## config.mk

```make
export PLATFORM = sky130hd
export DESIGN_NAME = proximity_scan_sequencer_unit
export DESIGN_NICKNAME = d
export VERILOG_FILES = /design/src/design/pss_pkg.sv /design/src/design/proximity_scan_sequencer_unit.sv
export SDC_FILE = /design/constraint.sdc
export NUM_CORES = 1
export LEC_CHECK = 0
export CORE_UTILIZATION = 63
export DETAILED_ROUTE_END_ITERATION = 10
export DONT_BUFFER_PORTS = 1
export GPL_TIMING_DRIVEN = 0
export PLACE_DENSITY = 0.79
export SLEW_MARGIN = 10
export SYNTH_ARGS = -nofsm -noshare
export SYNTH_HDL_FRONTEND = slang
export SYNTH_SLANG_ARGS = --single-unit
```

## constraint.sdc

```tcl
create_clock -name clk_i -period 3.33 [get_ports clk_i]
set_clock_uncertainty 0.15 [all_clocks]
set_input_delay 0.666 -clock clk_i [delete_from_list [all_inputs] [get_ports clk_i]]
set_output_delay 0.666 -clock clk_i [all_outputs]
set_load 0.02 [all_outputs]
```

## src/design/pss_pkg.sv

```systemverilog
// package for the proximity scan sequencer: phase and operation codes,
// register indexes, reset values and stream widths; no dependencies
package pss_pkg;

  typedef enum logic [1:0] {
    PH_DISABLED = 2'd0,
    PH_IDLE     = 2'd1,
    PH_SCANNING = 2'd2
  } phase_e;

  typedef enum logic [1:0] {
    OP_TICK    = 2'd0,
    OP_ENABLE  = 2'd1,
    OP_DISABLE = 2'd2
  } op_e;

  typedef enum logic [1:0] {
    REG_IDLE_CLEAR   = 2'd0,
    REG_IDLE_PRESENT = 2'd1,
    REG_SCAN_TIME    = 2'd2
  } reg_idx_e;

  localparam int unsigned CountW   = 16;
  localparam int unsigned ScanW    = 4;
  localparam int unsigned CfgDataW = 16;
  localparam int unsigned CfgIdxW  = 2;

  localparam logic [CountW-1:0] PowerUpDelayMs   = CountW'(100);
  localparam logic [CountW-1:0] IdleClearReset   = CountW'(200);
  localparam logic [CountW-1:0] IdlePresentReset = CountW'(500);
  localparam logic [ScanW-1:0]  ScanTimeReset    = ScanW'(5);

  localparam int unsigned InDataW  = 8;
  localparam int unsigned InUserW  = 2;
  localparam int unsigned OutDataW = 8;

endpackage

```

## src/design/proximity_scan_sequencer_unit.sv

```systemverilog
// proximity scan sequencer top level: phase/countdown update and result register
// depends on pss_pkg
//
// the result of an accepted request is registered and shows on the master side in the next cycle
// throughput: one request per cycle; the only hold-up is a full result register
//   that the downstream side does not take (s_axis_tready follows m_axis_tready)
// reset: rst_ni clears phase to disabled, countdown and last reading to zero,
//   the three timing registers to 200, 500 and 5 ms, and empties the result register
module proximity_scan_sequencer_unit
  import pss_pkg::*;
(
  input  logic                clk_i,
  input  logic                rst_ni,
  // configuration write port
  input  logic                cfg_we_i,
  input  logic [CfgIdxW-1:0]  cfg_idx_i,
  input  logic [CfgDataW-1:0] cfg_data_i,
  // request stream
  input  logic                s_axis_tvalid,
  output logic                s_axis_tready,
  input  logic [InDataW-1:0]  s_axis_tdata,   // [0] detect_level, [7:1] zero
  input  logic [InUserW-1:0]  s_axis_tuser,   // [1:0] operation
  // result stream
  output logic                m_axis_tvalid,
  input  logic                m_axis_tready,
  output logic [OutDataW-1:0] m_axis_tdata    // [0] emitter_drive, [1] sensor_power,
                                              // [2] change_event, [3] reading,
                                              // [5:4] phase, [7:6] zero
);

  // timing registers
  logic [CountW-1:0] idle_clear_q, idle_present_q;
  logic [ScanW-1:0]  scan_time_q;

  // sequencer state
  phase_e            phase_q, phase_d;
  logic [CountW-1:0] ms_q, ms_d;
  logic              last_q, last_d;
  logic              event_d;

  // result register
  logic                out_valid_q;
  logic [OutDataW-1:0] out_data_q, out_data_d;

  logic   accept;
  op_e    op;
  logic   detect;
  logic   active;

  assign op     = op_e'(s_axis_tuser);
  assign detect = s_axis_tdata[0];
  assign active = (phase_q == PH_IDLE) || (phase_q == PH_SCANNING);

  // result register drains or is empty, so a new request can enter
  assign s_axis_tready = !out_valid_q || m_axis_tready;
  assign accept        = s_axis_tvalid && s_axis_tready;

  // configuration writes, indexes beyond the list are dropped
  always_ff @(posedge clk_i or negedge rst_ni) begin
    if (!rst_ni) begin
      idle_clear_q   <= IdleClearReset;
      idle_present_q <= IdlePresentReset;
      scan_time_q    <= ScanTimeReset;
    end else if (cfg_we_i) begin
      unique case (cfg_idx_i)
        REG_IDLE_CLEAR:   idle_clear_q   <= cfg_data_i[CountW-1:0];
        REG_IDLE_PRESENT: idle_present_q <= cfg_data_i[CountW-1:0];
        REG_SCAN_TIME:    scan_time_q    <= cfg_data_i[ScanW-1:0];
        default: ;
      endcase
    end
  end

  // next state: a count above one is decremented, otherwise it expires
  // (a loaded zero expires on the next tick, like one)
  always_comb begin
    phase_d = phase_q;
    ms_d    = ms_q;
    last_d  = last_q;
    event_d = 1'b0;
    unique case (op)
      OP_TICK: begin
        if (active) begin
          if (ms_q > CountW'(1)) begin
            ms_d = ms_q - CountW'(1);
          end else if (phase_q == PH_IDLE) begin
            phase_d = PH_SCANNING;
            ms_d    = CountW'(scan_time_q);
          end else begin
            // end of scan: sample the detect pin, pick the idle interval
            // from the new reading
            event_d = (detect != last_q);
            last_d  = detect;
            phase_d = PH_IDLE;
            ms_d    = detect ? idle_present_q : idle_clear_q;
          end
        end
      end
      OP_ENABLE: begin
        if (!active) begin
          phase_d = PH_IDLE;
          ms_d    = PowerUpDelayMs;
        end
      end
      OP_DISABLE: begin
        phase_d = PH_DISABLED;
        ms_d    = '0;
      end
      default: ;  // unused operation code, result only
    endcase
  end

  // outputs describe the state after the request
  always_comb begin
    out_data_d = '0;
    unique case (phase_d)
      PH_IDLE: begin
        out_data_d[1]   = 1'b1;
        out_data_d[5:4] = PH_IDLE;
      end
      PH_SCANNING: begin
        out_data_d[0]   = 1'b1;
        out_data_d[1]   = 1'b1;
        out_data_d[5:4] = PH_SCANNING;
      end
      default: ;  // disabled
    endcase
    out_data_d[2] = event_d;
    out_data_d[3] = last_d;
  end

  always_ff @(posedge clk_i or negedge rst_ni) begin
    if (!rst_ni) begin
      phase_q <= PH_DISABLED;
      ms_q    <= '0;
      last_q  <= 1'b0;
    end else if (accept) begin
      phase_q <= phase_d;
      ms_q    <= ms_d;
      last_q  <= last_d;
    end
  end

  always_ff @(posedge clk_i or negedge rst_ni) begin
    if (!rst_ni) begin
      out_valid_q <= 1'b0;
    end else if (accept) begin
      out_valid_q <= 1'b1;
    end else if (m_axis_tready) begin
      out_valid_q <= 1'b0;
    end
  end

  always_ff @(posedge clk_i) begin
    if (accept) begin
      out_data_q <= out_data_d;
    end
  end

  assign m_axis_tvalid = out_valid_q;
  assign m_axis_tdata  = out_data_q;

  // disabled always carries a cleared countdown
  a_disabled_zero: assert property (@(posedge clk_i) disable iff (!rst_ni)
    (phase_q == PH_DISABLED) |-> (ms_q == '0))
    else $error("countdown not cleared while disabled");

  // an accepted disable leaves the sequencer disabled
  a_disable_takes: assert property (@(posedge clk_i) disable iff (!rst_ni)
    (accept && (op == OP_DISABLE)) |=> (phase_q == PH_DISABLED))
    else $error("disable request not obeyed");

  // a change event only ever comes with the return to idle
  a_event_idle: assert property (@(posedge clk_i) disable iff (!rst_ni)
    (out_valid_q && out_data_q[2]) |-> (out_data_q[5:4] == PH_IDLE && !out_data_q[0]))
    else $error("change event outside the end of a scan");

  // the reported reading tracks the stored one after each request
  a_reading_tracks: assert property (@(posedge clk_i) disable iff (!rst_ni)
    accept |=> (out_data_q[3] == last_q))
    else $error("reported reading differs from stored reading");

endmodule

```

## Word level (Yosys, flattened, before mapping)

Cells that the tools add are included.

| storage, ports and cells | value |
|---|---|
| logic and storage cells | 58 |
| output and inout bits | 10 |
| register bits | 62 |

| cells by class | value |
|---|---|
| multiplexer cells | 20 |
| order comparisons | 1 |
| equal/unequal tests | 11 |
| reduce and logical (&&, ||, !) cells | 14 |
| add/subtract/negate cells | 1 |
| bitwise gates (word level) | 2 |

Operators by type and width:

| cell | number |
|---|---|
| $mux W16 | 5 |
| $pmux W16 S3 | 1 |
| $gt A16 B1 Y1 const B | 1 |
| $sub A16 B1 Y16 const B | 1 |
| $eq A2 B1 Y1 const B | 4 |
| $eq A2 B2 Y1 const B | 4 |
| $mux W1 | 8 |
| $mux W2 | 4 |
| $pmux W2 S3 | 1 |
| $reduce_and A2 Y1 | 3 |
| $logic_not A2 Y1 | 2 |
| $ne A2 B2 Y1 const B | 2 |
| $pmux W2 S2 | 1 |
| $reduce_and A4 Y1 | 1 |
| $reduce_or A4 Y1 | 1 |
| $reduce_bool A3 Y1 | 1 |
| $logic_or A1 B1 Y1 | 2 |
| $not A1 Y1 | 2 |
| $reduce_bool A2 Y1 | 1 |
| $reduce_or A2 Y1 | 1 |
| $logic_and A1 B1 Y1 | 1 |
| $logic_not A1 Y1 | 1 |
| $ne A1 B1 Y1 | 1 |

## Logic depth before layout (Yosys ltp)

Gate-level depths: netlist (run 1).

| logic depth | value |
|---|---|
| word-level depth | 8 |
| gate-level depth with buffers | 9 |
| gate-level depth less buffers | 8 |

## Worst setup path after synthesis (run 1)

OpenSTA, ideal clock, no wires.

| timing path | value |
|---|---|
| path kind | input-to-reg |
| start point | in s_axis_tuser[0] |
| end point | reg ms_q[12] |
| arrival time | 2.143 ns |
| buffers on the path | 1 |
| stages on the path | 8 |
| setup slack | 0.955 ns |
| data required time | 3.098 ns |
| cells stage by stage | inv_1 ha_1 clkbuf_1 mux2i_1 nand4_1 a21oi_1 a31oi_1 o22ai_1 |

| between the ends | value |
|---|---|
| word-level cells in the longest chain between the ends | 3 |
| elaborated cells on any way between the ends | 8 |
| those cells by class | eq/ne (4); mux (1); reduce/logical (3) |

RTL lines:

| what | line | source |
|---|---|---|
| start, declared | proximity_scan_sequencer_unit.sv:22 | `input logic [InUserW-1:0] s_axis_tuser,` |
| $eq A2 B1 Y1 (tied with other cells) | proximity_scan_sequencer_unit.sv:81 | `unique case (op)` |
| $ne A2 B2 Y1 (no source line) or $reduce_bool A3 Y1 (tied branches) | - |  |
| $reduce_and A4 Y1 (no source line) | - |  |
| end signal, assigned | proximity_scan_sequencer_unit.sv:139 | `ms_q <= ms_d;` |
| end, declared | proximity_scan_sequencer_unit.sv:37 | `logic [CountW-1:0] ms_q, ms_d;` |

Several ways; a longest one is shown, not always the timed one.
A chain may end at the register's enable or synchronous reset.

## Final worst setup path (run 1)

| timing path | value |
|---|---|
| start point | reg phase_q[1] |
| end point | reg ms_q[12] |

| between the ends | value |
|---|---|
| word-level cells in the longest chain between the ends | 5 |
| elaborated cells on any way between the ends | 10 |
| those cells by class | eq/ne (4); mux (4); reduce/logical (2) |

RTL lines:

| what | line | source |
|---|---|---|
| start, declared | proximity_scan_sequencer_unit.sv:36 | `phase_e phase_q, phase_d;` |
| start signal, assigned | proximity_scan_sequencer_unit.sv:138 | `phase_q <= phase_d;` |
| $eq A2 B1 Y1 | proximity_scan_sequencer_unit.sv:52, proximity_scan_sequencer_unit.sv:86 |  |
| $mux W16 | proximity_scan_sequencer_unit.sv:86 | `end else if (phase_q == PH_IDLE) begin` |
| $mux W16 | proximity_scan_sequencer_unit.sv:84 | `if (ms_q > CountW'(1)) begin` |
| $mux W16 | proximity_scan_sequencer_unit.sv:83 | `if (active) begin` |
| $pmux W16 S3 | proximity_scan_sequencer_unit.sv:81 |  |

Several ways; a longest one is shown, not always the timed one. The select of a mux whose other input is x is not followed.

==> impl.org, run 1 <==
** Outcome
- The flow ran to the end, and the final reports show no timing, DRC or antenna violations.

** Timing
- Static timing analysis puts the maximum clock frequency at between 0.3 and 0.4 GHz.
- Hold is met by 0.00302 ns.
- For the pin with the worst max-slew slack, the measured transition is 1.29 ns.
- Unrepaired setup endpoints after global routing :: false
- Min Clock Period, post-route :: 2.81 ns
- The total count of max-transition violations in the final report was 0.
- Setup tns final :: 0 ns
- The hold violation total from the final report is 0.
- Least setup slack across all paths after layout :: between 0.5 and 0.6 ns
- In this run the tightest slew margin relative to its limit is 13.0%.
- Fraction of the cycle the final worst path needs :: 84.4%
- Setup violations remaining at the end of the flow were counted as 0.

** Synth
- Mean Syn Cell Area :: 11.4 µm²
- Number of flops mapped to enable cells by yosys :: 5
- For this run, the number of Yosys warnings is 0.
- Summing every instance area after synthesis gives 3340 µm².
- The number of different library cells used by synthesis comes to 55.
- Most used DFF post-synth :: sky130_fd_sc_hd__dfrtp_1
- The cell count after synthesis came out at 294.
- Simple-gate area share of the yosys netlist :: 11.9%
- Of all flip-flops after synthesis, the portion carrying an async set or reset was 91.8%.
- Largest family of logic cells by synthesized area :: multiplexers
- Share of the yosys chip area belonging to registers :: 46.8%
- Portion of netlist area occupied by mux cells :: 19.2%
- Summing the areas of all fa, ha and maj instances in the mapped netlist gives 3.74% of the synthesized area.
- In this run, synthesis produced a sequential element count of 61.
- Xor/xnor share of the synthesized area :: 0.786%
- The synthesized netlist devotes between 10% and 20% of its cell area to compound gates.

** Final layout
- After the last flow step, the layout net total stands at 352.
- Fraction of layout cells with a size suffix above 1 :: between 20% and 30%
- Area growth from synthesis to final layout :: 10.8%
- Most common library cell in the layout ignoring fill and taps :: sky130_fd_sc_hd__dfrtp_1
- Once layout is complete, the utilization of the core stands at approximately 73%.
- The number of antenna diodes in the final layout is 0.
- Most frequent cells in the layout :: sky130_fd_sc_hd__dfrtp_1, sky130_fd_sc_hd__mux2_2, sky130_fd_sc_hd__mux2i_1

** Clocking
- The H-tree was split into 3 levels.
- Clock Sink Count :: 61
- Count of cells resized by post-cts repair :: 0
- Clk_lat worst skew :: 0.35 ns
- The number of clock buffers added by TritonCTS is 9.
- Number of buffers on the longest clock path :: 2
- TritonCTS clock tree :: done
- Clock Root Buffer :: sky130_fd_sc_hd__clkbuf_8
- Clock slew at the register clock pins of the worst setup and hold paths :: 0.07 ns

** Detailed routing
- For this block, the via count after detailed routing is 2393.
- Dividing the detail-routed wire length by the instance count gives 18.1 µm.
- Drt pass-1 iters :: 5
- Detail Route Antenna Nets :: 0
- For this run, design rule violations remaining after detail routing come to 0.
- Using the TritonRoute via totals, the vias-per-cell ratio works out to 6.23.
- First-iteration detailed-routing DRC count :: 228
- For this block, the routed nets add up to between 6 and 7 mm of wire.

** GRT
- Summed over all layers, the global routing overflow is 0.
- Entering global routing, the biggest net connects 46 pins.
- The number of global-route vias before repair came to 2353.
- Tot GR Track Use :: between 20 and 30%
- The first global-routing pass estimated 11.3 mm of wire.
- Antenna violations before repair :: 0

** Die
- The core region is 5110 µm².
- Width of the die :: 74.8 µm
- Number of placement rows :: 26
- The floorplan step defined a die boundary enclosing roughly 5600 µm².
- Starting utilization of the core area :: 65.5%
- The die is 74.8 µm tall.
- Io pins :: 43

** Placement
- Post-Place Worst Slack :: about 0.38 ns
- Routability-driven placement finished with a final weighted congestion of 1.00.
- After legalization and detailed placement, the total HPWL measured ~4.6 mm.
- In this run the tool buffered the top-level ports with 0 buffer cells.

** Worst setup path
- CP Capture Type :: flip-flop
- The slowest stage of the critical path belongs to the cell sky130_fd_sc_hd__a21oi_1.
- In this run the worst path has a maximum fanout of 9.
- Cells traversed along the worst timing path :: ha_1, mux2i_1, nand4_1, a21oi_1, a31oi_1, o22ai_1
- The worst setup path is of the reg2reg kind.
- Worst EP arrival :: 2.93 ns
- The largest single stage delay on the critical path is 0.66 ns.
- Critical Path RT :: 3.45 ns
- STA classifies the critical path startpoint as a flip-flop.

** Power and ir drop
- Pwr per Cell Area :: 714 nW/µm²
- Total power :: around 2.6 mW
- Total leakage power :: 1.54 nW
- The worst-case IR drop observed on VDD is 0.457 mV.

** Worst hold path
- Type of the most critical hold path :: in2async

** Flow run
- Number of violations of the max-capacitance limit :: 0
-- flip-flops by register name, indices dropped and copies added, names as in the netlist --
register,flops
m_axis_tvalid,1
phase_q,2
scan_time_q,4
last_q,1
idle_clear_q,16
m_axis_tdata,5
idle_present_q,16
ms_q,16
-- Yosys cell counts (2+ instances only) --
library cell,count,area [µm²]
sky130_fd_sc_hd__nand2_1,12,45.0
sky130_fd_sc_hd__buf_6,2,22.5
sky130_fd_sc_hd__o21ai_0,14,70.1
sky130_fd_sc_hd__ha_1,10,125
sky130_fd_sc_hd__inv_1,12,45.0
sky130_fd_sc_hd__nand4_1,7,43.8
sky130_fd_sc_hd__nor2_1,14,52.6
sky130_fd_sc_hd__edfxtp_1,5,150
sky130_fd_sc_hd__dfrtp_1,45,1130
sky130_fd_sc_hd__o221ai_1,4,35.0
sky130_fd_sc_hd__or4_1,2,15.0
sky130_fd_sc_hd__nor3b_1,3,22.5
sky130_fd_sc_hd__or3_1,4,25.0
sky130_fd_sc_hd__dfstp_2,11,289
sky130_fd_sc_hd__buf_4,3,22.5
sky130_fd_sc_hd__buf_2,4,20.0
sky130_fd_sc_hd__and3_1,3,18.8
sky130_fd_sc_hd__mux2_2,40,450
sky130_fd_sc_hd__a21oi_1,9,45.0
sky130_fd_sc_hd__a221o_1,3,30.0
sky130_fd_sc_hd__nor2b_1,2,12.5
sky130_fd_sc_hd__xnor2_1,2,17.5
sky130_fd_sc_hd__o2bb2ai_1,2,17.5
sky130_fd_sc_hd__nand3_1,7,35.0
sky130_fd_sc_hd__o22ai_1,3,18.8
sky130_fd_sc_hd__nand2b_1,2,12.5
sky130_fd_sc_hd__a211oi_1,2,15.0
sky130_fd_sc_hd__nor3_1,3,15.0
sky130_fd_sc_hd__a31oi_1,5,31.3
sky130_fd_sc_hd__clkbuf_1,7,26.3
sky130_fd_sc_hd__nor4_2,2,25.0
sky130_fd_sc_hd__mux2i_1,19,190
sky130_fd_sc_hd__o211ai_1,7,52.6
sky130_fd_sc_hd__nand3b_1,2,15.0
sky130_fd_sc_hd__and2_1,2,12.5
-- layout make-up --
type | instances | area (µm²)
multi-input cells | 205 | 1640
flip-flops and latches | 61 | 1570
fillers | 379 | 1400
clock buffers | 9 | 124
clock inverters | 7 | 98.8
plain buffers | 17 | 95.1
well taps | 70 | 87.6
repair buffers | 3 | 47.5
inverters | 12 | 45.0
-- stage by stage --
stage,std cells,instance area (µm²)
finish,384,3700
global route,384,3700
CTS,383,3690
detailed placement,365,3430
global placement,365,3430
floorplan,295,3350
-- kinds of logic (layout without fill, tap and decap cells) --
family,count (synthesis),count (layout)
multiplexers,59,59
XOR/XNOR,3,3
flip-flops,61,61
other,1,2
buffers and inverters,29,48
AO/OA/AOI/OAI,63,63
AND/OR/NAND/NOR,68,68
adder cells (fa/ha/maj),10,10
-- worst paths after layout --
path	endpoint	startpoint	slack [ns]	cells after the start
max in group asynchronous	idle_present_q[4]	rst_ni	2.17	1
min in group clk_i	m_axis_tvalid	s_axis_tvalid	0.28	1
hold reg to reg	idle_clear_q[14]	idle_clear_q[14]	0.36	1
setup reg to reg	ms_q[12]	phase_q[1]	0.52	6
setup / recovery	ms_q[12]	phase_q[1]	0.52	6
hold / removal	last_q	rst_ni	0.003	1
-- power breakdown --
part           internal, mW  switching (mW)  total (mW)  leakage (nW)
Sequential            0.937           0.167        1.10         0.716
Clock                 0.425           0.317       0.742         0.110
Combinational         0.352           0.447       0.800         0.718
Total                  1.71           0.932        2.65          1.54
-- timing repair --
item	in CTS	in global routing
hold buffers	2	1
buffers inserted	0	0
endpoints found under the setup margin	0	0
endpoints found under the hold margin	45	7
-- critical path, delay by kind of cell (launching register included) --
family / cells / cell delay (ns)
and+or+nand+nor: 1 / 0.35
muxes: 1 / 0.31
AOI/OAI and AO/OA: 3 / 1.02
DFF: 1 / 0.48
adders and majority gates: 1 / 0.42
-- metal layers --
layer	share of wire, %	vias to the layer above	global-route usage, %
met5	0	-	0
met4	2.3	0	11.9
met3	5.9	16	8.43
met2	48	86	45.2
met1	44	1164	35.6
li1	-	1127	-
Note: power is estimated with default switching activity, not from simulation.
==> run 2, diff against run 1 <==
--- a/config.mk
+++ b/config.mk
@@ -5,11 +5,11 @@
 export SDC_FILE = /design/constraint.sdc
 export NUM_CORES = 1
 export LEC_CHECK = 0
-export CORE_UTILIZATION = 63
+export CORE_UTILIZATION = 57
 export DETAILED_ROUTE_END_ITERATION = 10
 export DONT_BUFFER_PORTS = 1
 export GPL_TIMING_DRIVEN = 0
-export PLACE_DENSITY = 0.79
+export PLACE_DENSITY = 0.75
 export SLEW_MARGIN = 10
 export SYNTH_ARGS = -nofsm -noshare
 export SYNTH_HDL_FRONTEND = slang
==> constraint.sdc (replaced) <==
create_clock -name clk_i -period 2.5 [get_ports clk_i]
set_clock_uncertainty 0.15 [all_clocks]
set_input_delay 0.5 -clock clk_i [delete_from_list [all_inputs] [get_ports clk_i]]
set_output_delay 0.5 -clock clk_i [all_outputs]
set_load 0.02 [all_outputs]
==> run 2 against run 1 <==
  * Global-route usage down 3.2 points
  * Sequential share of layout area down 0.92 points
  * Power up 30%
  * Combinational power up 50%
  * Clock power up 3.9%
  * Cell area up 2.4%
  * Die area up 10%
  * Register-to-register slack worse by 0.42 ns
==> impl.org, run 2 (synthesis gave the netlist of run 1 again) <==
** Outcome
- Result of the run :: finished clean

** GRT
- In the global route stage, overall resource usage came out at 25.0%.
- Via count of the first global-routing pass :: 2360
- Global-route wire length before repair :: 11.5 mm
- Largest net degree at the start of global routing :: 57
- Summed over all layers, the global routing overflow is 0.
- The initial antenna violation count came to 0.

** Power and ir drop
- For this design the static power due to leakage is ~1.6 nW.
- Overall power consumption after layout is estimated at 3.44 mW.
- Seq pwr share :: 42.8%
- Relative contribution of combinational cells to total power :: 34.8%
- The internal power of the cells totals 2.20 mW.
- For this design the total switching power over the nets is 1.24 mW.
- Clock share of power :: 22.4%
- Dividing total power by cell area gives a power density of 907 nW/µm².
- Net switching is ~36% of the power.
- The worst-case IR drop observed on VDD is 0.565 mV.

** Timing
- Counting I/O delays and the setup requirement, the final critical path takes around 2.4 ns.
- The hold violation total from the final report is 0.
- Static timing analysis puts the maximum clock frequency at 0.417 GHz.
- Setup repair after global routing left no endpoint under its margin.
- Slew at the pin closest to its max-slew limit :: 1.05 ns
- Fraction of the cycle the final worst path needs :: roughly 96%
- Setup violations remaining at the end of the flow were counted as 0.
- Setup tns final :: 0 ns
- Number of pins exceeding their max-slew limit in the final report :: 0
- Slew HR :: 30.2%

** Die
- Placeable core region :: about 5600 µm²
- Number of placement rows :: 27
- DIE AREA :: 6180 µm²
- Height of the chip :: 78.6 µm
- Width of the die :: 78.6 µm
- Once the floorplan was initialized, standard cells occupied 60.0% of the core.
- Io pins :: 43

** Worst setup path
- Capture point of the critical path :: ms_q[7]
- Slowest stage cell on the critical path :: sky130_fd_sc_hd__dfrtp_1
- Worst EP arrival :: 2.51 ns
- Reg2reg path depth :: 7
- Walking the worst path, the cells encountered are ha_2, mux2i_2, nand4_1, buf_4, or3_1, buf_6, o221ai_1.
- Worst flop-to-flop path startpoint :: phase_q[1]
- Kind of critical path :: reg2reg
- In this run the worst setup path begins at phase_q[1].
- In this run the worst path has a maximum fanout of 9.
- In this run the register-to-register setup slack is 0.1 ns.
- Startpoint kind of the worst setup timing path :: flip-flop
- Critical Path RT :: 2.61 ns
- The endpoint identified for the worst register-to-register timing path is ms_q[7].
- CP Capture Type :: flip-flop
- Maximum cell stage delay along the critical path :: 0.48 ns

** Final layout
- Most common library cell in the layout ignoring fill and taps :: sky130_fd_sc_hd__dfrtp_1
- Area growth from synthesis to final layout :: 13.5%
- 0 antenna diodes ended up in the layout.
- Most frequent cells in the layout :: sky130_fd_sc_hd__dfrtp_1, sky130_fd_sc_hd__mux2_2, sky130_fd_sc_hd__mux2i_1
- The largest registers in the layout are idle_clear_q x16, idle_present_q x16, ms_q x16.
- In the final design database the tool counted roughly 360 nets.
- Fraction of layout cells with a size suffix above 1 :: between 30% and 40%
- For this run, the number of standard cells in the final layout without fillers is slightly below 400.

** Detailed routing
- After detailed routing, the average wire length per cell comes to 17.1 µm.
- Detailed-route DRC error count :: 0
- For this block, the routed nets add up to 6.76 mm of wire.
- Drt pass-1 iters :: 5
- Summing over every cut layer, the via total after detailed routing is between 2000 and 2500.
- Using the TritonRoute via totals, the vias-per-cell ratio works out to 6.10.
- First-iteration detailed-routing DRC count :: 138
- The count of nets left with antenna violations once routing finished came out at 0.

** Clocking
- Clock Sink Count :: 61
- Number of buffers on the longest clock path :: 2
- Clock Root Buffer :: sky130_fd_sc_hd__clkbuf_8
- Clock slew at the register clock pins of the worst setup and hold paths :: 0.07 ns
- TritonCTS clock tree :: done
- Num CTS Buffers :: 9
- Clk_lat worst skew :: 0.34 ns
- Htree depth :: 3

** Placement
- Input and output buffers added on the ports amount to 0.
- Including well taps, the total number of placed cells is 367.
- Post-detail-place hpwl :: 4.66 mm
- Routability-driven placement finished with a final weighted congestion of between 0.9 and 1.

** Worst hold path
- The min-delay analysis places its worst path in the category in2reg.
- The worst hold path begins at cfg_data_i[9].

** Flow run
- Number of violations of the max-capacitance limit :: 0
run 2: cell types whose count changed in the layout (fill, tap and decap cells not counted), moves of 2 or more:
cell	previous run	this run
sky130_fd_sc_hd__buf_2	4	2
sky130_fd_sc_hd__buf_4	3	15
sky130_fd_sc_hd__bufinv_16	2	0
sky130_fd_sc_hd__clkbuf_1	7	5
sky130_fd_sc_hd__clkinv_2	1	3
sky130_fd_sc_hd__dfrtp_1	45	43
sky130_fd_sc_hd__dfrtp_2	0	2
sky130_fd_sc_hd__ha_1	10	8
sky130_fd_sc_hd__ha_2	0	2
sky130_fd_sc_hd__nor4_4	1	3
run 2: per-stage QoR:
stage / setup slack (ns) / utilization, % / hold WS, ns / area [µm²]
floorplan: 0.184 / - / 0.0544 / 3350
global placement: -0.242 / 61.7 / 0.0559 / 3440
detailed placement: -0.246 / 61.7 / 0.0562 / 3440
CTS: 0.00299 / 66.4 / 0.144 / 3700
global route: 0.00199 / 68.1 / 0.125 / 3790
finish: 0.0996 / 68.1 / 0.150 / 3790
run 2: what timing repair did:
action,CTS,global route
setup endpoints to repair,12,13
hold endpoints to repair,56,0
hold buffers,2,0
resized for setup,6,13
pin swaps,3,3
setup buffers,2,9
run 2: routing by layer:
layer,up-vias,track usage (%),part of all wire (%)
li1,1147,-,-
met1,1174,32.4,44
met2,81,39.5,49
met3,7,8.95,5.9
met4,0,7.04,1.2
met5,-,0,0
run 2: how the worst min path moves through the flow:
stage                             end  slack (ns)  cells after the start
floorplan             idle_clear_q[0]        0.05                      0
global placement    idle_present_q[1]        0.06                      0
detailed placement  idle_present_q[1]        0.06                      0
CTS                 idle_present_q[9]        0.14                      1
global route        idle_present_q[9]        0.13                      1
finish              idle_present_q[9]        0.15                      1
run 2: cell type report:
type / instances / area (µm²)
flip-flops and latches: 61 / 1570
repair buffers: 13 / 120
clock inverters: 6 / 37.5
multi-input cells: 205 / 1700
plain buffers: 16 / 97.6
well taps: 72 / 90.1
clock buffers: 10 / 138
inverters: 12 / 45.0
fillers: 443 / 1780
run 2: power groups by stage:
stage / Combinational, mW / Sequential, mW / Clock (mW)
final: 1.20 / 1.47 / 0.771
after global routing: 1.33 / 1.50 / 0.838
after floorplan: 0.834 / 1.43 / 0
after CTS: 1.09 / 1.48 / 0.788
after global placement: 0.995 / 1.47 / 0
after detailed placement: 1.02 / 1.48 / 0
run 2: critical path: cells and delay by family (launching register included):
kind                     cells  cell delay, ns
multiplexers                 1            0.28
AND/OR/NAND/NOR              2            0.46
flip-flops                   1            0.48
AO/OA/AOI/OAI                1            0.17
adder cells (fa/ha/maj)      1            0.43
buffers and inverters        2            0.34
==> run 3, diff against run 2 <==
--- a/config.mk
+++ b/config.mk
@@ -8,7 +8,6 @@
 export CORE_UTILIZATION = 57
 export DETAILED_ROUTE_END_ITERATION = 10
 export DONT_BUFFER_PORTS = 1
-export GPL_TIMING_DRIVEN = 0
 export PLACE_DENSITY = 0.75
 export SLEW_MARGIN = 10
 export SYNTH_ARGS = -nofsm -noshare
==> run 3 against run 2 <==
  * Die area did not move
  * Sequential share of layout area about the same
  * Cell area about the same
  * Sequential power barely moved
  * Combinational power hardly changed
==> impl.org, run 3 (synthesis gave the netlist of run 1 again) <==
** Outcome
- Result of the run :: finished clean

** GRT
- Tot GR Track Use :: 25.3%
- After global routing the overflow that remains totals 0.
- The number of global-route vias before repair is 2380.
- Global-route wire length before repair :: 11.6 mm
- The initial antenna violation count is 0.
- Entering global routing, the biggest net connects 57 pins.

** Flow run
- Number of violations of the max-capacitance limit :: 0

** Die
- The core region is between 5000 and 6000 µm².
- Io pins :: 43
- Row generation in the floorplan step produced 27 rows.
- The initial utilization of the core area, before any placement, comes to 60.0%.
- DIE AREA :: slightly above 6000 µm²
- Height of the chip :: 78.6 µm
- Width of the die :: 78.6 µm

** Placement
- In this run the tool buffered the top-level ports with 0 buffer cells.
- Routability cong. :: 0.922
- Prior to clock tree synthesis, the placed netlist has a worst setup slack of 0.114 ns.
- The HPWL after detailed placement is ~4.8 mm.

** Clocking
- Num CTS Buffers :: 9
- TritonCTS built the clock tree.
- Buffers added to address setup during post-CTS repair amount to 0.
- Clock Root Buffer :: sky130_fd_sc_hd__clkbuf_8
- Clock slew at the register clock pins of the worst setup and hold paths :: ~0.06 ns
- Htree depth :: 3
- The later pin in the worst-skew pair is clocked with a latency of 0.35 ns.
- Number of buffers on the longest clock path :: 2
- Counting every sink on the clock net gives just over 60.

** Timing
- The hold violation total from the final report was 0.
- Final setup violating endpoints :: 0
- Fraction of the cycle the final worst path needs :: 95.7%
- Least setup slack across all paths after layout :: 0.108 ns
- FMAX :: between 0.4 and 0.5 GHz
- Minimum hold slack :: about 0.11 ns
- Min Clock Period, post-route :: 2.39 ns
- For the final routed database, the setup TNS stands at 0 ns.
- Number of pins exceeding their max-slew limit in the final report :: 0
- Setup repair after global routing left no endpoint under its margin.

** Worst setup path
- STA classifies the critical path endpoint as a flip-flop.
- STA puts the critical path data required time at 2.46 ns.
- The worst setup path is launched from a flip-flop.
- Kind of critical path :: reg2reg
- At the worst endpoint, the arrival time is between 2 and 2.5 ns.
- Critical path peak fanout :: 13

** Detailed routing
- Before antenna repair, the detailed router went through 4 iterations.
- After detailed routing, the number of remaining DRC violations is 0.
- First-iteration detailed-routing DRC count :: 135
- Dividing the detail-routed wire length by the instance count gives 17.3 µm.
- Total number of vias :: 2402
- Using the TritonRoute via totals, the vias-per-cell ratio works out to 6.14.
- Total length of routed wires :: 6.76 mm
- The detail route stage leaves a number of antenna-violating nets equal to 0.

** Power and ir drop
- The analysis attributes to cell leakage a power of 1.60 nW.
- Worst supply voltage drop on vdd :: 0.546 mV
- In this run the power density over the cells is between 900 and 1000 nW/µm².

** Final layout
- Area growth from synthesis to final layout :: 13.4%
- Final-stage net count :: 358
- The library cell used most frequently in the layout, excluding fill and tap cells, is sky130_fd_sc_hd__dfrtp_1.
- Fraction of layout cells with a size suffix above 1 :: 31.3%
- The largest registers in the layout are idle_clear_q x16, idle_present_q x16, ms_q x16.
- Final antenna diode count :: 0
- Most frequent cells in the layout :: sky130_fd_sc_hd__dfrtp_1, sky130_fd_sc_hd__mux2_2, sky130_fd_sc_hd__buf_4

** Worst hold path
- Type of the most critical hold path :: in2reg
## run 3: final timing paths
kind                       slack, ns  depth (start not counted)       startpoint           endpoint
max                             0.11                          7         ms_q[12]    m_axis_tdata[1]
min in group asynchronous       0.54                          2           rst_ni            ms_q[4]
max in group asynchronous       1.37                          2           rst_ni  idle_present_q[7]
min reg2reg                     0.36                          1  idle_clear_q[8]    idle_clear_q[8]
max reg2reg                     0.11                          7         ms_q[12]    m_axis_tdata[1]
min                             0.11                          1    s_axis_tvalid      m_axis_tvalid
## run 3: critical path, cell delays in order, from the launching register on
cell and delay [ns]:
sky130_fd_sc_hd__dfrtp_1 0.42, sky130_fd_sc_hd__nor4_2 0.42, sky130_fd_sc_hd__o211a_4 0.35, sky130_fd_sc_hd__nand2_8 0.07, sky130_fd_sc_hd__o2bb2ai_1 0.14, sky130_fd_sc_hd__a221o_1 0.31
sky130_fd_sc_hd__ha_1 0.27, sky130_fd_sc_hd__inv_1 0.03
## run 3: area by class of cell
class	instances	area (µm²)
Clock buffer	13	180
Timing Repair Buffer	26	218
Inverter	12	45.0
Clock inverter	2	38.8
Sequential cell	61	1570
Tap cell	72	90.1
Multi-Input combinational cell	205	1650
Fill cell	430	1780
## run 3: timing repair
action                                  4_1_cts  5_1_grt
endpoints found under the setup margin        0        4
hold endpoints to repair                     56        0
hold buffers                                  2        0
resized for setup                             0        3
## run 3: metrics by stage
step | utilization [%] | cells | power, mW | area [µm²]
global placement | 63.3 | 374 | 2.56 | 3530
global route | 68.0 | 391 | 3.79 | 3790
CTS | 67.9 | 391 | 3.58 | 3780
detailed placement | 63.3 | 374 | 2.60 | 3530
finish | 68.0 | 391 | 3.57 | 3790
floorplan | - | 295 | 2.26 | 3350
## run 3: per-layer routing
layer / wire length, µm / GRT usage, %
met2: 3220 / 38.0
met5: 0 / 0
met1: 3070 / 33.7
met3: 298 / 6.28
met4: 175 / 13.7
## run 3: report_power, final
part | leakage (nW) | internal, mW | switching [mW]
combinational | 0.779 | 0.556 | 0.616
sequential | 0.715 | 1.25 | 0.203
clock | 0.111 | 0.572 | 0.370
